File: src/hdl/vcrle_pkg.sv
`default_nettype none

package vcrle_pkg;

  localparam int CFG_IDX_W  = 2;
  localparam int CFG_DATA_W = 10;

  localparam logic [7:0] COEFS_MONO  = 8'd64;
  localparam logic [7:0] COEFS_COLOR = 8'd128;

  localparam logic       RST_COLOR_MODE    = 1'b0;
  localparam logic [9:0] RST_BLOCK_COLUMNS = 10'd40;
  localparam logic [9:0] RST_BLOCK_ROWS    = 10'd30;

  typedef enum logic [1:0] {
    CFG_COLOR_MODE    = 2'd0,
    CFG_BLOCK_COLUMNS = 2'd1,
    CFG_BLOCK_ROWS    = 2'd2
  } cfg_reg_t;

  typedef enum logic [2:0] {
    PH_COUNT   = 3'd0,
    PH_COLUMN  = 3'd1,
    PH_ROW     = 3'd2,
    PH_RUN     = 3'd3,
    PH_LITERAL = 3'd4,
    PH_ERROR   = 3'd5
  } phase_t;

  typedef enum logic [1:0] {
    ST_IDLE   = 2'd0,
    ST_ZEROS  = 2'd1,
    ST_STATUS = 2'd2
  } ctl_state_t;

  typedef enum logic [1:0] {
    LD_NONE   = 2'd0,
    LD_LIT    = 2'd1,
    LD_ZERO   = 2'd2,
    LD_STATUS = 2'd3
  } load_sel_t;

  typedef struct packed {
    logic      take;
    load_sel_t load_sel;
  } dp_cmd_t;

  typedef struct packed {
    logic out_free;
    logic has_zeros;
    logic has_lit;
    logic zero_last;
    logic pend_last;
  } dp_stat_t;

endpackage

`default_nettype wire

File: src/hdl/video_coefficient_rle_decoder.sv
// Channel  Handshake              Payload
// in_      in_valid / in_ready    in_byte_value, in_packet_end
// out_     out_valid / out_ready  kind, value, position, column, row, done, error, last
// cfg_     cfg_valid / cfg_ready  cfg_index, cfg_data (always ready)
//
// Header and literal bytes are taken one at a time; after a run byte with k zeros the
// zero-run sequencer emits one zero per cycle while out_ready allows, input held off.
// A final byte that also emits coefficients is followed by a separate status result.
// A single output register holds each result; a stalled out_ready stalls everything.
// Reset (rst_n low, synchronous) returns the parser to the group count byte and
// loads the default image size; no clearing pass is needed.
`default_nettype none

module video_coefficient_rle_decoder
  import vcrle_pkg::*;
(
  input  wire logic                  clk,
  input  wire logic                  rst_n,
  input  wire logic                  cfg_valid,
  output logic                       cfg_ready,
  input  wire logic [CFG_IDX_W-1:0]  cfg_index,
  input  wire logic [CFG_DATA_W-1:0] cfg_data,
  input  wire logic                  in_valid,
  output logic                       in_ready,
  input  wire logic [7:0]            in_byte_value,
  input  wire logic                  in_packet_end,
  output logic                       out_valid,
  input  wire logic                  out_ready,
  output logic                       out_result_kind,
  output logic signed [7:0]          out_coef_value,
  output logic [6:0]                 out_coef_position,
  output logic [8:0]                 out_block_column,
  output logic [7:0]                 out_block_row,
  output logic                       out_block_done,
  output logic                       out_packet_error,
  output logic                       out_last_of_run
);

  dp_cmd_t  cmd;
  dp_stat_t stat;

  assign cfg_ready = 1'b1;

  vcrle_ctrl u_ctrl (
    .clk           (clk),
    .rst_n         (rst_n),
    .in_valid      (in_valid),
    .in_packet_end (in_packet_end),
    .in_ready      (in_ready),
    .stat          (stat),
    .cmd           (cmd)
  );

  vcrle_dp u_dp (
    .clk               (clk),
    .rst_n             (rst_n),
    .cfg_valid         (cfg_valid),
    .cfg_index         (cfg_index),
    .cfg_data          (cfg_data),
    .in_byte_value     (in_byte_value),
    .in_packet_end     (in_packet_end),
    .cmd               (cmd),
    .stat              (stat),
    .out_valid         (out_valid),
    .out_ready         (out_ready),
    .out_result_kind   (out_result_kind),
    .out_coef_value    (out_coef_value),
    .out_coef_position (out_coef_position),
    .out_block_column  (out_block_column),
    .out_block_row     (out_block_row),
    .out_block_done    (out_block_done),
    .out_packet_error  (out_packet_error),
    .out_last_of_run   (out_last_of_run)
  );

  a_status_last: assert property (@(posedge clk) disable iff (!rst_n)
    out_valid && out_result_kind |-> out_last_of_run)
    else $error("status result without last_of_run");

  a_coef_no_err: assert property (@(posedge clk) disable iff (!rst_n)
    out_valid && !out_result_kind |-> !out_packet_error && !out_coef_position[6] ||
      out_valid && !out_result_kind && !out_packet_error)
    else $error("coefficient result carries packet_error");

  a_zero_run_blocks_in: assert property (@(posedge clk) disable iff (!rst_n)
    cmd.take && stat.has_zeros |=> !in_ready)
    else $error("input taken while a zero run is pending");

  a_take_needs_slot: assert property (@(posedge clk) disable iff (!rst_n)
    cmd.take && cmd.load_sel != LD_NONE |=> out_valid)
    else $error("result loaded on a transfer but not presented");

endmodule

`default_nettype wire

File: src/hdl/vcrle_ctrl.sv
`default_nettype none

module vcrle_ctrl
  import vcrle_pkg::*;
(
  input  wire logic     clk,
  input  wire logic     rst_n,
  input  wire logic     in_valid,
  input  wire logic     in_packet_end,
  output logic          in_ready,
  input  wire dp_stat_t stat,
  output dp_cmd_t       cmd
);

  ctl_state_t state_r, state_nxt;

  always_ff @(posedge clk) begin
    if (!rst_n) begin
      state_r <= ST_IDLE;
    end else begin
      state_r <= state_nxt;
    end
  end

  always_comb begin
    state_nxt    = state_r;
    in_ready     = 1'b0;
    cmd.take     = 1'b0;
    cmd.load_sel = LD_NONE;
    case (state_r)
      ST_IDLE: begin
        in_ready = stat.out_free;
        if (in_valid && stat.out_free) begin
          cmd.take = 1'b1;
          if (stat.has_zeros) begin
            state_nxt = ST_ZEROS;
          end else if (stat.has_lit) begin
            cmd.load_sel = LD_LIT;
            if (in_packet_end) begin
              state_nxt = ST_STATUS;
            end
          end else if (in_packet_end) begin
            cmd.load_sel = LD_STATUS;
          end
        end
      end
      ST_ZEROS: begin
        // one zero coefficient per free output slot
        if (stat.out_free) begin
          cmd.load_sel = LD_ZERO;
          if (stat.zero_last) begin
            state_nxt = stat.pend_last ? ST_STATUS : ST_IDLE;
          end
        end
      end
      ST_STATUS: begin
        if (stat.out_free) begin
          cmd.load_sel = LD_STATUS;
          state_nxt    = ST_IDLE;
        end
      end
      default: begin
        state_nxt = ST_IDLE;
      end
    endcase
  end

endmodule

`default_nettype wire

File: src/hdl/vcrle_dp.sv
`default_nettype none

module vcrle_dp
  import vcrle_pkg::*;
(
  input  wire logic                  clk,
  input  wire logic                  rst_n,
  input  wire logic                  cfg_valid,
  input  wire logic [CFG_IDX_W-1:0]  cfg_index,
  input  wire logic [CFG_DATA_W-1:0] cfg_data,
  input  wire logic [7:0]            in_byte_value,
  input  wire logic                  in_packet_end,
  input  wire dp_cmd_t               cmd,
  output dp_stat_t                   stat,
  output logic                       out_valid,
  input  wire logic                  out_ready,
  output logic                       out_result_kind,
  output logic signed [7:0]          out_coef_value,
  output logic [6:0]                 out_coef_position,
  output logic [8:0]                 out_block_column,
  output logic [7:0]                 out_block_row,
  output logic                       out_block_done,
  output logic                       out_packet_error,
  output logic                       out_last_of_run
);

  // configuration
  logic       color_r;
  logic [9:0] bcols_r;
  logic [9:0] brows_r;

  // parse state
  phase_t     phase_r, phase_nxt;
  logic [7:0] blocks_left_r, blocks_left_nxt;
  logic [8:0] column_r, column_nxt;
  logic [7:0] row_r, row_nxt;
  logic [7:0] coef_r, coef_nxt;
  logic [1:0] lit_left_r, lit_left_nxt;
  logic [5:0] trail_r, trail_nxt;
  logic       error_r, error_nxt;

  // pending zero run and status
  logic [6:0] zpos_r;
  logic [5:0] zleft_r;
  logic       zdone_r;
  logic [8:0] zcol_r;
  logic [7:0] zrow_r;
  logic       pend_last_r;
  logic       status_err_r;

  // output register
  logic        out_valid_r;
  logic        kind_r;
  logic [7:0]  value_r;
  logic [6:0]  pos_r;
  logic [8:0]  col_r;
  logic [7:0]  brow_r;
  logic        done_r;
  logic        err_r;
  logic        last_r;

  // decode
  logic [7:0] lim;
  logic [1:0] run_j;
  logic [5:0] run_k;
  logic [8:0] run_sum;
  logic [9:0] hdr_span;
  logic       hdr_bad;
  logic [7:0] lit_pos;
  logic [7:0] blocks_dec;
  logic [7:0] zpos_new;
  logic       zdone_new;
  logic       lit_done;
  logic       has_zeros;
  logic       has_lit;
  logic       err_now;
  logic       out_free;

  assign lim        = color_r ? COEFS_COLOR : COEFS_MONO;
  assign run_j      = in_byte_value[7:6];
  assign run_k      = in_byte_value[5:0];
  assign run_sum    = {1'b0, coef_r} + {7'd0, run_j} + {3'd0, run_k};
  assign hdr_span   = {1'b0, column_r} + {2'd0, blocks_left_r};
  assign hdr_bad    = (hdr_span > bcols_r) || ({2'd0, in_byte_value} >= brows_r);
  assign lit_pos    = coef_r - {2'd0, trail_r} - {6'd0, lit_left_r};
  assign blocks_dec = blocks_left_r - 8'd1;
  assign zpos_new   = coef_r + {6'd0, run_j};
  assign zdone_new  = (run_j == 2'd0) && (run_sum == {1'b0, lim});
  assign lit_done   = (lit_left_r == 2'd1) && (coef_r == lim);
  assign out_free   = !out_valid_r || out_ready;

  always_comb begin
    phase_nxt       = phase_r;
    blocks_left_nxt = blocks_left_r;
    column_nxt      = column_r;
    row_nxt         = row_r;
    coef_nxt        = coef_r;
    lit_left_nxt    = lit_left_r;
    trail_nxt       = trail_r;
    error_nxt       = error_r;
    has_zeros       = 1'b0;
    has_lit         = 1'b0;
    case (phase_r)
      PH_COUNT: begin
        blocks_left_nxt = in_byte_value;
        phase_nxt       = PH_COLUMN;
      end
      PH_COLUMN: begin
        column_nxt = {1'b0, in_byte_value};
        phase_nxt  = PH_ROW;
      end
      PH_ROW: begin
        row_nxt = in_byte_value;
        if (hdr_bad) begin
          phase_nxt = PH_ERROR;
          error_nxt = 1'b1;
        end else begin
          coef_nxt  = 8'd0;
          phase_nxt = (blocks_left_r == 8'd0) ? PH_COUNT : PH_RUN;
        end
      end
      PH_RUN: begin
        if (run_sum > {1'b0, lim}) begin
          phase_nxt = PH_ERROR;
          error_nxt = 1'b1;
        end else begin
          has_zeros = (run_k != 6'd0);
          coef_nxt  = run_sum[7:0];
          if (run_j != 2'd0) begin
            lit_left_nxt = run_j;
            trail_nxt    = run_k;
            phase_nxt    = PH_LITERAL;
          end else if (run_sum == {1'b0, lim}) begin
            blocks_left_nxt = blocks_dec;
            column_nxt      = column_r + 9'd1;
            coef_nxt        = 8'd0;
            phase_nxt       = (blocks_dec == 8'd0) ? PH_COUNT : PH_RUN;
          end
        end
      end
      PH_LITERAL: begin
        has_lit      = 1'b1;
        lit_left_nxt = lit_left_r - 2'd1;
        if (lit_left_r == 2'd1) begin
          trail_nxt = 6'd0;
          if (coef_r == lim) begin
            blocks_left_nxt = blocks_dec;
            column_nxt      = column_r + 9'd1;
            coef_nxt        = 8'd0;
            phase_nxt       = (blocks_dec == 8'd0) ? PH_COUNT : PH_RUN;
          end else begin
            phase_nxt = PH_RUN;
          end
        end
      end
      default: begin
        // error: ignore the rest of the packet
      end
    endcase
    err_now = error_nxt || (phase_nxt != PH_COUNT);
    if (in_packet_end) begin
      phase_nxt       = PH_COUNT;
      error_nxt       = 1'b0;
      blocks_left_nxt = 8'd0;
      coef_nxt        = 8'd0;
      lit_left_nxt    = 2'd0;
      trail_nxt       = 6'd0;
    end
  end

  always_ff @(posedge clk) begin
    if (!rst_n) begin
      color_r       <= RST_COLOR_MODE;
      bcols_r       <= RST_BLOCK_COLUMNS;
      brows_r       <= RST_BLOCK_ROWS;
      phase_r       <= PH_COUNT;
      blocks_left_r <= 8'd0;
      column_r      <= 9'd0;
      row_r         <= 8'd0;
      coef_r        <= 8'd0;
      lit_left_r    <= 2'd0;
      trail_r       <= 6'd0;
      error_r       <= 1'b0;
      out_valid_r   <= 1'b0;
    end else begin
      if (cfg_valid) begin
        case (cfg_index)
          CFG_COLOR_MODE:    color_r <= cfg_data[0];
          CFG_BLOCK_COLUMNS: bcols_r <= cfg_data;
          CFG_BLOCK_ROWS:    brows_r <= cfg_data;
          default: begin
            // unmapped index: drop the write
          end
        endcase
      end
      if (cmd.take) begin
        phase_r       <= phase_nxt;
        blocks_left_r <= blocks_left_nxt;
        column_r      <= column_nxt;
        row_r         <= row_nxt;
        coef_r        <= coef_nxt;
        lit_left_r    <= lit_left_nxt;
        trail_r       <= trail_nxt;
        error_r       <= error_nxt;
      end
      if (cmd.load_sel != LD_NONE) begin
        out_valid_r <= 1'b1;
      end else if (out_ready) begin
        out_valid_r <= 1'b0;
      end
    end
  end

  always_ff @(posedge clk) begin
    if (cmd.take) begin
      // capture the zero run with the block it belongs to
      zpos_r       <= zpos_new[6:0];
      zleft_r      <= run_k;
      zdone_r      <= zdone_new;
      zcol_r       <= column_r;
      zrow_r       <= row_r;
      pend_last_r  <= in_packet_end;
      status_err_r <= err_now;
    end else if (cmd.load_sel == LD_ZERO) begin
      zpos_r  <= zpos_r + 7'd1;
      zleft_r <= zleft_r - 6'd1;
    end
    case (cmd.load_sel)
      LD_LIT: begin
        kind_r  <= 1'b0;
        value_r <= in_byte_value;
        pos_r   <= lit_pos[6:0];
        col_r   <= column_r;
        brow_r  <= row_r;
        done_r  <= lit_done;
        err_r   <= 1'b0;
        last_r  <= !in_packet_end;
      end
      LD_ZERO: begin
        kind_r  <= 1'b0;
        value_r <= 8'd0;
        pos_r   <= zpos_r;
        col_r   <= zcol_r;
        brow_r  <= zrow_r;
        done_r  <= zdone_r && (zleft_r == 6'd1);
        err_r   <= 1'b0;
        last_r  <= (zleft_r == 6'd1) && !pend_last_r;
      end
      LD_STATUS: begin
        kind_r  <= 1'b1;
        value_r <= 8'd0;
        pos_r   <= 7'd0;
        col_r   <= 9'd0;
        brow_r  <= 8'd0;
        done_r  <= 1'b0;
        err_r   <= cmd.take ? err_now : status_err_r;
        last_r  <= 1'b1;
      end
      default: begin
        // hold
      end
    endcase
  end

  assign stat.out_free  = out_free;
  assign stat.has_zeros = has_zeros;
  assign stat.has_lit   = has_lit;
  assign stat.zero_last = (zleft_r == 6'd1);
  assign stat.pend_last = pend_last_r;

  assign out_valid         = out_valid_r;
  assign out_result_kind   = kind_r;
  assign out_coef_value    = $signed(value_r);
  assign out_coef_position = pos_r;
  assign out_block_column  = col_r;
  assign out_block_row     = brow_r;
  assign out_block_done    = done_r;
  assign out_packet_error  = err_r;
  assign out_last_of_run   = last_r;

endmodule

`default_nettype wire

File: config.mk
export PLATFORM = sky130hd
export DESIGN_NAME = video_coefficient_rle_decoder
export DESIGN_NICKNAME = d
export VERILOG_FILES = /design/src/hdl/vcrle_pkg.sv /design/src/hdl/video_coefficient_rle_decoder.sv /design/src/hdl/vcrle_ctrl.sv /design/src/hdl/vcrle_dp.sv
export SDC_FILE = /design/constraint.sdc
export NUM_CORES = 1
export LEC_CHECK = 0
export BUFFER_PORTS_ARGS = -buffer_cell sky130_fd_sc_hd__buf_2
export CAP_MARGIN = 30
export CELL_PAD_IN_SITES_DETAIL_PLACEMENT = 1
export CELL_PAD_IN_SITES_GLOBAL_PLACEMENT = 2
export CORE_UTILIZATION = 36
export CTS_BUF_LIST = sky130_fd_sc_hd__clkbuf_4
export CTS_CLUSTER_SIZE = 20
export DETAILED_ROUTE_END_ITERATION = 8
export PLACE_DENSITY_LB_ADDON = 0.15
export SETUP_SLACK_MARGIN = 0.05
export SLEW_MARGIN = 20
export SYNTH_ARGS = -nofsm -noshare
export SYNTH_HDL_FRONTEND = slang
export SYNTH_SLANG_ARGS = --single-unit
File: constraint.sdc
create_clock -name clk -period 5.1 [get_ports clk]
set_clock_uncertainty 0.15 [all_clocks]
set_input_delay 0.765 -clock clk [delete_from_list [all_inputs] [get_ports clk]]
set_output_delay 0.765 -clock clk [all_outputs]
set_load 0.03 [all_outputs]
Word-level counts from Yosys, hierarchy flattened
Cells that the tools add are included.
{"block": "op_classes", "add_sub_neg": 11, "order_cmp": 3, "eq_ne": 33, "n_mux": 81, "n_reduce_logical": 42}
{"operator": "8-bit 2-to-1 mux", "count": 14}
{"operator": "8-bit case mux with 3 select lines", "count": 3}
{"operator": "9-bit case mux with 3 select lines", "count": 2}
{"operator": "9-bit 2-to-1 mux", "count": 5}
{"operator": "2-bit 2-to-1 mux", "count": 18}
{"operator": "6-bit 2-to-1 mux", "count": 6}
{"operator": "3-bit 2-to-1 mux", "count": 8}
{"operator": "7-bit case mux with 3 select lines", "count": 1}
{"operator": "8-bit logical NOT", "count": 2}
{"operator": "8-bit case mux with 2 select lines", "count": 1}
{"operator": "3-bit by 2-bit inequality test with 1-bit output (second input constant)", "count": 5}
{"operator": "3-bit case mux with 5 select lines", "count": 1}
{"operator": "7-bit 2-to-1 mux", "count": 2}
{"operator": "7-bit AND reduction", "count": 2}
{"operator": "2-bit by 1-bit inequality test with 1-bit output (second input constant)", "count": 6}
{"operator": "2-bit case mux with 3 select lines", "count": 2}
{"operator": "6-bit case mux with 2 select lines", "count": 1}
{"operator": "6-bit AND reduction", "count": 2}
{"operator": "2-bit nonzero test", "count": 6}
{"operator": "3-bit nonzero test", "count": 4}
{"operator": "1-bit 2-to-1 mux", "count": 11}
{"operator": "9-bit by 8-bit adder with 10-bit output", "count": 1}
{"operator": "8-bit by 10-bit greater-or-equal comparator with 1-bit output", "count": 1}
{"operator": "10-bit > comparator", "count": 1}
{"operator": "36 further kinds", "count": 65}
{"block": "totals", "reg_bits": 138, "inputBits": 26, "elab_cells": 198}

Longest topological paths before layout
Gate-level depths: netlist of run 1.
{"block": "depth", "ltp_word": 11, "mapped_depth": 18, "mapped_depth_nobuf": 18}

Cells and area by module
Synthesis of run 1 repeated with hierarchy kept, for this count alone.
{"block": "hier_totals", "hier_cells": 892, "area_unflattened_um2": 8067.7}
{"module": "vcrle_dp", "n_inst": 1, "cells_per_inst": 868, "area_per_inst_um2": 7881.3, "seq_area_each_um2": 3403.3}
{"module": "vcrle_ctrl", "n_inst": 1, "cells_per_inst": 22, "area_per_inst_um2": 175.2, "seq_area_each_um2": 40.0}
{"module": "video_coefficient_rle_decoder", "n_inst": 1, "cells_per_inst": 2, "area_per_inst_um2": 11.3, "seq_area_each_um2": 0.0}

Least setup slack after synthesis of run 1
Ideal clock, no wire load.
{"block": "synth_path", "path_type": "input to register", "from": "in in_byte_value[1]", "to": "reg u_dp.col_r[0] (netlist: u_dp.out_block_column[0]) (enable)", "arrival_ns": 4.463, "required_ns": 4.555, "path_slack_ns": 0.092, "path_stages": 16, "path_buffers": 0, "cell_sequence": "inv_1 > fa_1 > inv_1 > ha_1 > fa_1 > nand3_1 > a21oi_1 > o21a_1 > nor2_1 > xnor2_1 > ha_1 > nand3_1 > or2_2 > a211oi_2 > a211oi_1 > o21a_1"}
{"block": "synth_between", "elab_chain_cells": 9}
{"item": "from (decl)", "line": "video_coefficient_rle_decoder.sv:25", "rtl": "input wire logic [7:0] in_byte_value,"}
{"item": "9-bit by 6-bit adder with 9-bit output", "line": "vcrle_dp.sv:82", "rtl": "assign run_sum = {1'b0, coef_r} + {7'd0, run_j} + {3'd0, run_k};"}
{"item": "9-bit by 8-bit > comparator with 1-bit output", "line": "vcrle_dp.sv:123", "rtl": "if (run_sum > {1'b0, lim}) begin"}
{"item": "1-bit 2-to-1 mux (*)", "line": "vcrle_dp.sv:123"}
{"item": "1-bit 2-to-1 mux (*)", "line": "vcrle_dp.sv:103", "rtl": "case (phase_r)"}
{"item": "2-bit 2-to-1 mux (*)", "line": "vcrle_ctrl.sv:35", "rtl": "if (stat.has_zeros) begin"}
{"item": "3-bit 2-to-1 mux (*)", "line": "vcrle_ctrl.sv:33", "rtl": "if (in_valid && stat.out_free) begin"}
{"item": "2-bit case mux with 3 select lines (*)", "line": "vcrle_ctrl.sv:30", "rtl": "case (state_r)"}
{"item": "2-bit by 1-bit == test with 1-bit output / 2-bit == test (equally long branches)", "line": "vcrle_dp.sv:228", "rtl": "case (cmd.load_sel)"}
{"item": "3-bit nonzero test (no line) (*)"}
{"item": "to (signal assigned)", "line": "vcrle_dp.sv:233", "rtl": "col_r <= column_r;"}
{"item": "to (signal assigned)", "line": "vcrle_dp.sv:243", "rtl": "col_r <= zcol_r;"}
{"item": "to (decl)", "line": "vcrle_dp.sv:56", "rtl": "logic [8:0] col_r;"}
Every way passes the cells marked *; elsewhere a longest branch is shown, timed or not.
A chain may end at the register's enable or synchronous reset.

Worst setup path in the final report of run 1
{"block": "layout_path", "from": "reg u_dp.coef_r[1]", "to": "reg u_ctrl.state_r[0]"}
{"block": "layout_between", "elab_chain_cells": 8}
{"item": "from (decl)", "line": "vcrle_dp.sv:37", "rtl": "logic [7:0] coef_r, coef_nxt;"}
{"item": "from (signal assigned)", "line": "vcrle_dp.sv:201", "rtl": "coef_r <= coef_nxt;"}
{"item": "8-bit by 2-bit adder with 9-bit output (*)", "line": "vcrle_dp.sv:82"}
{"item": "9-bit by 6-bit adder with 9-bit output (*)", "line": "vcrle_dp.sv:82"}
{"item": "9-bit by 8-bit > comparator with 1-bit output (*)", "line": "vcrle_dp.sv:123"}
{"item": "1-bit 2-to-1 mux (*)", "line": "vcrle_dp.sv:123"}
{"item": "1-bit 2-to-1 mux (*)", "line": "vcrle_dp.sv:103"}
{"item": "2-bit 2-to-1 mux", "line": "vcrle_ctrl.sv:35"}
{"item": "2-bit 2-to-1 mux", "line": "vcrle_ctrl.sv:33"}
{"item": "2-bit case mux with 3 select lines", "line": "vcrle_ctrl.sv:30"}
{"item": "to (signal assigned)", "line": "vcrle_ctrl.sv:21", "rtl": "state_r <= state_nxt;"}
{"item": "to (decl)", "line": "vcrle_ctrl.sv:15", "rtl": "ctl_state_t state_r, state_nxt;"}
Every way passes the cells marked *; elsewhere a longest branch is shown, timed or not. The select of a mux whose other input is x is not followed.

==> results of run 1 <==
[cell families (layout without fill, tap and decap cells)]
group           count (synthesis)  count (layout)  share of synthesized area, %
simple gates                  256             256                          15.2
buf+inv                        96             186                          4.72
mux                            16              16                          2.06
compound gates                219             219                          19.0
other cells                     1               2                        0.0483
xor+xnor                       32              32                          3.61
flops                         138             138                          44.3
fa+ha+maj                      65              65                          11.1
[how the worst max path moves through the flow]
stage                     start                       end
6_report         u_dp.coef_r[1]         u_ctrl.state_r[0]
5_1_grt          u_dp.coef_r[1]           u_dp.trail_r[5]
4_1_cts          u_dp.coef_r[1]         u_ctrl.state_r[0]
3_5_place_dp   in_byte_value[1]         u_ctrl.state_r[0]
3_3_place_gp   in_byte_value[1]      u_dp.out_result_kind
2_1_floorplan  in_byte_value[1]  u_dp.out_block_column[0]
[cells in the final DEF, fill, tap and decap left out, types with 16 or more instances in the layout]
cell | Yosys | final
ha_1 | 58 | 58
dfxtp_1 | 70 | 70
nand2_1 | 105 | 105
clkbuf_4 | 0 | 17
edfxtp_1 | 68 | 68
a21oi_1 | 64 | 64
buf_2 | 2 | 63
buf_4 | 1 | 25
nand3_1 | 18 | 18
a22o_1 | 26 | 26
inv_1 | 63 | 63
o21ai_0 | 38 | 37
mux2i_1 | 16 | 16
nor2_1 | 66 | 65
xnor2_1 | 22 | 22
[cell type report]
type,instances,area share [%]
antenna,1,0.0282
multi-input combinational,589,44.9
sequential,138,38.9
inverter,64,2.71
clock buffer,17,1.44
timing repair buffer,90,6.13
clock inverter,15,2.05
tap,275,3.88
[power by group]
part           internal, mW  switching (mW)  leakage [nW]  total [mW]
Combinational         0.133           0.254          2.17       0.387
Sequential             1.22          0.0354          1.24        1.26
Clock                 0.311           0.493         0.159       0.803
Total                  1.67           0.782          3.57        2.45
[state kept, by name (all words and copies together), names as in the netlist, 3 cells and up]
signal,flops
u_dp.bcols_r,10
u_dp.brows_r,10
u_dp.column_r,9
u_dp.out_block_column,9
u_dp.zcol_r,9
u_dp.blocks_left_r,8
u_dp.coef_r,8
u_dp.out_block_row,8
u_dp.out_coef_value,8
u_dp.row_r,8
u_dp.zrow_r,8
u_dp.out_coef_position,7
u_dp.zpos_r,7
u_dp.trail_r,6
u_dp.zleft_r,6
u_dp.phase_r,3
[worst max-delay path: stages (launching register included)]
cell	delay, ns
dfxtp_1	0.45
inv_1	0.16
fa_1	0.52
inv_1	0.05
ha_1	0.22
fa_1	0.41
nand3_1	0.12
a21oi_1	0.10
o21a_1	0.18
nor2_1	0.11
xnor2_1	0.10
ha_1	0.31
nand3_1	0.12
or2_2	0.38
a211oi_4	0.37
nand2_1	0.17
or4_1	0.50
a211oi_1	0.23
[stage by stage]
stage | instances | hold WS, ns | utilization [%]
after detailed placement | 1156 | 0.308 | 40.5
after global placement | 1156 | 0.300 | 40.5
final | 1189 | 0.286 | 42.0
after CTS | 1188 | 0.243 | 42.0
after floorplan | 823 | 0.280 | -
after global routing | 1189 | 0.245 | 42.0
[layer usage]
| metal | track usage (%) | wire length, µm | vias up |
|---|---|---|---|
| li1 | - | - | 3115 |
| met1 | 29.7 | 11300 | 3166 |
| met2 | 36.0 | 10700 | 103 |
| met3 | 3.30 | 656 | 26 |
| met4 | 5.87 | 301 | 0 |
| met5 | 0 | 0 | - |
==> impl_metrics.yaml, run 1 <==
power:
  pwr_density_cell_nw_per_um2: 276
  ir_worst_vdd_mv: 0.105
  design_power_total_mw: 2.45
  p_leak_nw: 3.57
cells_and_area:
  syn_to_final_growth_pct: 14.0
  postLayoutCellArea_um2: 8860
  nFillCells: 2435
  multi_input_area_um2: 3980
  layout.nets: 991
  drive_above_1_share_pct: 16.0
  register_area_um2: 3440
logic_synthesis:
  yosysWarnings: 0
  ys_types: 69
  synth_area_um2: 7770
  ys_seq_area_share_pct: 44.3
  synthTopCellsByCount: "105 x nand2_1, 70 x dfxtp_1, 68 x edfxtp_1"
  netlist_instances: 823
  synth_edf_count: 68
  yosysMostFrequentCell: "nand2_1"
  synthTopCellsByArea: "edfxtp_1 26%, dfxtp_1 18%, ha_1 9.3%"
  synth_top_area_share_pct: 26.3
  syn-num-nets: 914
  synth-async-reset-ratio_pct: 0
  synth_flop_cell: "dfxtp_1"
  synth.avg_cell_area_um2: 9.44
  ys_seq_elements: 138
  yosysTopAreaCell: "edfxtp_1"
worst_setup_path:
  r2r_end: "u_ctrl.state_r[0]"
  critPathKind: "reg2reg"
  arrival_ns: 5.07
  cp.required_ns: 5.44
  cp-end-kind: "flop"
  reg2reg_setup_slack_ns: 0.37
  crit_path_start_kind: "flop"
  reg2regPathDepth: 17
  r2r_start: "u_dp.coef_r[1]"
  cp_max_fo: 5
timing:
  rsz0062_at_grt: "false"
  maxSlewViolCount: 0
  post-route-min-period_ns: 4.73
  hold_violations: 0
  layout_setup_ws_ns: 0.371
  worst_slew_pin_slew_ns: 0.889
  slew_headroom_pct: 40.7
  finalSetupTns_ns: 0
  setup_viol: 0
  max_freq_mhz: 211
  finalCritPeriodShare_pct: 92.7
worst_hold_path:
  hold_path_class: "in2reg"
  min_to: "u_dp.bcols_r[8]"
  hp-start: "cfg_data[8]"
  holdPathStages: 3
placed_design:
  hpwl_um: 17100
  io_buffers: 63
  placed_cell_area_um2: 8540
  gp_congestion: 0.866
  preCtsSetupSlack_ns: 0.00678
routing:
  dr.pass1.iters: 4
  drt_iter0_drc: 349
  wirelength_um: 22900
  via_per_inst: 5.39
  drc: 0
  antenna_violating_nets_post_route: 0
  post_drt_wl_per_cell_um: 19.3
  vias: 6410
cts:
  root_buffer: "clkbuf_4"
  cts_setup_buffers: 0
  cts_resized: 0
  cts_sinks: 138
  cts_made_buffers: 17
  clk_pin_slew_ns: 0.15
  cts_max_path_buffers: 2
  cts_max_level: 4
  cts_tree: "yes"
  clkLatencyLatePin_ns: 0.57
  hold_buffers: 0
outcome:
  status: "completed"
floorplanning:
  num_rows: 53
  initial_core_util_pct: 36.9
  die_y_um: 149
  core_um2: 21100
  die_x_um: 149
  io_pins: 65
  die-area_um2: 22200
flow_run:
  maxCapViolations: 0
global_routing:
  antenna_found_initial: 1
  grt_pass1_wl_um: 36700
  grt_start_max_net_pins: 41
  grt.overflow.total: 0
  grt_pass1_vias: 6626
  grt_util_all_layers_pct: 21.8
(Power assumes the default switching activity.)
==> run 2: changes to the inputs <==
CORE_ASPECT_RATIO = 0.6   (was not set)
==> run 2 against run 1 <==
  * Power is 0.78% lower
  * Non-clock buffer count is 3 higher
  * Register-to-register slack hardly changed
  * Sequential share of layout area hardly changed
  * Critical path type unchanged
  * Via count is 2.1% higher
  * Final area hardly changed
  * Combinational power is 2% higher
  * Critical path depth stayed put
  * Worst hold slack better by 0.00098 ns
  * Sequential power hardly changed
  * Clock power is 3.5% lower
  * Clock-buffer cell count stayed put
==> impl_metrics.yaml, run 2 (synthesized netlist as in run 1, its figures left out) <==
outcome:
  status: "completed"
power:
  ir_worst_vdd_mv: 0.127
  p_sw_share_pct: 31.7
  pwr_density_cell_nw_per_um2: 274
  p_leak_nw: 3.59
  clock_power_share_pct: 31.9
  p_switching_mw: 0.770
  p_int_mw: 1.66
  comb_power_share_pct: 16.3
  pwr-share-seq_pct: 51.8
cells_and_area:
  final_core_util_pct: 42.0
  reg_top3: "u_dp.bcols_r: 10 flops, u_dp.brows_r: 10 flops"
  postLayoutCellArea_um2: 8850
  drive_above_1_share_pct: 16.0
  layout.nets: 994
  syn_to_final_growth_pct: 13.9
  final_cell_mix: "105 x nand2_1, 70 x dfxtp_1, 68 x edfxtp_1"
  layout_commonest_cell: "nand2_1"
timing:
  hold_violations: 0
  max_freq_mhz: 211
  layout_setup_ws_ns: 0.363
  slew_headroom_pct: 49.1
  finalCritPeriodShare_pct: 92.9
  rsz0062_at_grt: "true"
  setup_viol: 0
  post-route-min-period_ns: 4.74
  maxSlewViolCount: 0
  worst_slew_pin_slew_ns: 0.764
  finalSetupTns_ns: 0
placed_design:
  gp_congestion: 0.898
  preCtsSetupSlack_ns: 0.00395
  hpwl_um: 18300
  placed_cell_area_um2: 8560
  io_buffers: 63
routing:
  wirelength_um: 24300
  via_per_inst: 5.47
  post_drt_wl_per_cell_um: 20.3
  antenna_violating_nets_post_route: 0
  drt_iter0_drc: 362
  drc: 0
  vias: 6543
  dr.pass1.iters: 5
floorplanning:
  die_x_um: 192
  die_y_um: 116
  num_rows: 41
  core_um2: 21100
  initial_core_util_pct: 36.9
  die-area_um2: 22200
  io_pins: 65
cts:
  cts_made_buffers: 17
  cts_tree: "yes"
  root_buffer: "clkbuf_4"
  clkLatencyLatePin_ns: 0.58
  clk_pin_slew_ns: 0.14
  cts_setup_buffers: 0
  cts_max_level: 4
  cts_max_path_buffers: 2
  cts_sinks: 138
flow_run:
  maxCapViolations: 0
global_routing:
  antenna_found_initial: 1
  grt_pass1_vias: 6667
  grt_pass1_wl_um: 38400
  grt_util_all_layers_pct: 23.3
  grt_start_max_net_pins: 40
  grt.overflow.total: 0
worst_setup_path:
  crit_path_start_kind: "flop"
  cp.required_ns: 5.23
  cp_max_fo: 27
  arrival_ns: 4.87
  cp-end-kind: "flop"
  critPathKind: "reg2reg"
worst_hold_path:
  hold_path_class: "in2reg"
run 2: changes by cell type in the layout (fill, tap and decap cells not counted):
cell / change
a211oi_2: +1
a211oi_4: -1
clkinv_1: +1
nor2_1: +1
inv_6: +1
nor2_2: -1
clkinv_2: +3
buf_4: +3
inv_8: -1
clkinvlp_4: -3
o21ai_1: -1
o21ai_0: +1
clkinv_8: -1
run 2: path summary, 6_finish.rpt:
kind                                 startpoint                    end  slack [ns]  cells after the start
worst max-delay path             u_dp.coef_r[1]  u_dp.out_packet_error        0.36                     17
worst min-delay path                cfg_data[2]        u_dp.bcols_r[2]        0.29                      3
worst max register to register   u_dp.coef_r[1]  u_dp.out_packet_error        0.36                     17
worst min register to register  u_dp.brows_r[9]        u_dp.brows_r[9]        0.32                      2
run 2: layout make-up:
type,count,area [µm²]
Clock buffer,17,128
Tap cell,279,349
Sequential cell,138,3440
Inverter,64,240
Antenna cell,1,2.50
Timing Repair Buffer,93,566
Clock inverter,15,159
Fill cell,2430,12200
Multi-Input combinational cell,589,3970
run 2: routing by layer:
layer  up-vias  share of wire (%)  global-route usage [%]
li1       3119                  -                       -
met1      3255                 53                    34.5
met2       149                 41                    34.1
met3        20                5.1                    5.18
met4         0                1.2                    5.61
met5         -                  0                       0
run 2: power by group through the flow:
stage	Combinational, mW	Sequential, mW	Clock [mW]
2_1_floorplan	0.216	1.31	0
3_3_place_gp	0.385	1.28	0
3_5_place_dp	0.395	1.28	0
4_1_cts	0.397	1.26	0.799
5_1_grt	0.437	1.27	0.851
6_report	0.396	1.26	0.775
run 2: metrics by stage:
step / std cells / power [mW] / hold WS, ns
finish: 1196 / 2.43 / 0.287
global route: 1196 / 2.55 / 0.245
CTS: 1195 / 2.46 / 0.240
detailed placement: 1163 / 1.68 / 0.299
global placement: 1163 / 1.67 / 0.298
floorplan: 823 / 1.53 / 0.280
run 2: critical path: stages, from the launching register on:
cell and delay, ns:
dfxtp_1 0.44, inv_1 0.16, fa_1 0.52, inv_1 0.04, ha_1 0.23, fa_1 0.41, nand3_1 0.11, a21oi_1 0.10
o21a_1 0.18, nor2_1 0.11, xnor2_1 0.16, ha_1 0.29, nand3_1 0.17, or2_2 0.19, a211oi_2 0.10, a211oi_1 0.56
o21a_1 0.30, buf_12 0.21
run 2: timing repair:
item,in CTS,in global routing
hold buffers,0,0
endpoints found under the hold margin,0,0
endpoints found under the setup margin,0,4
resized for setup,0,1
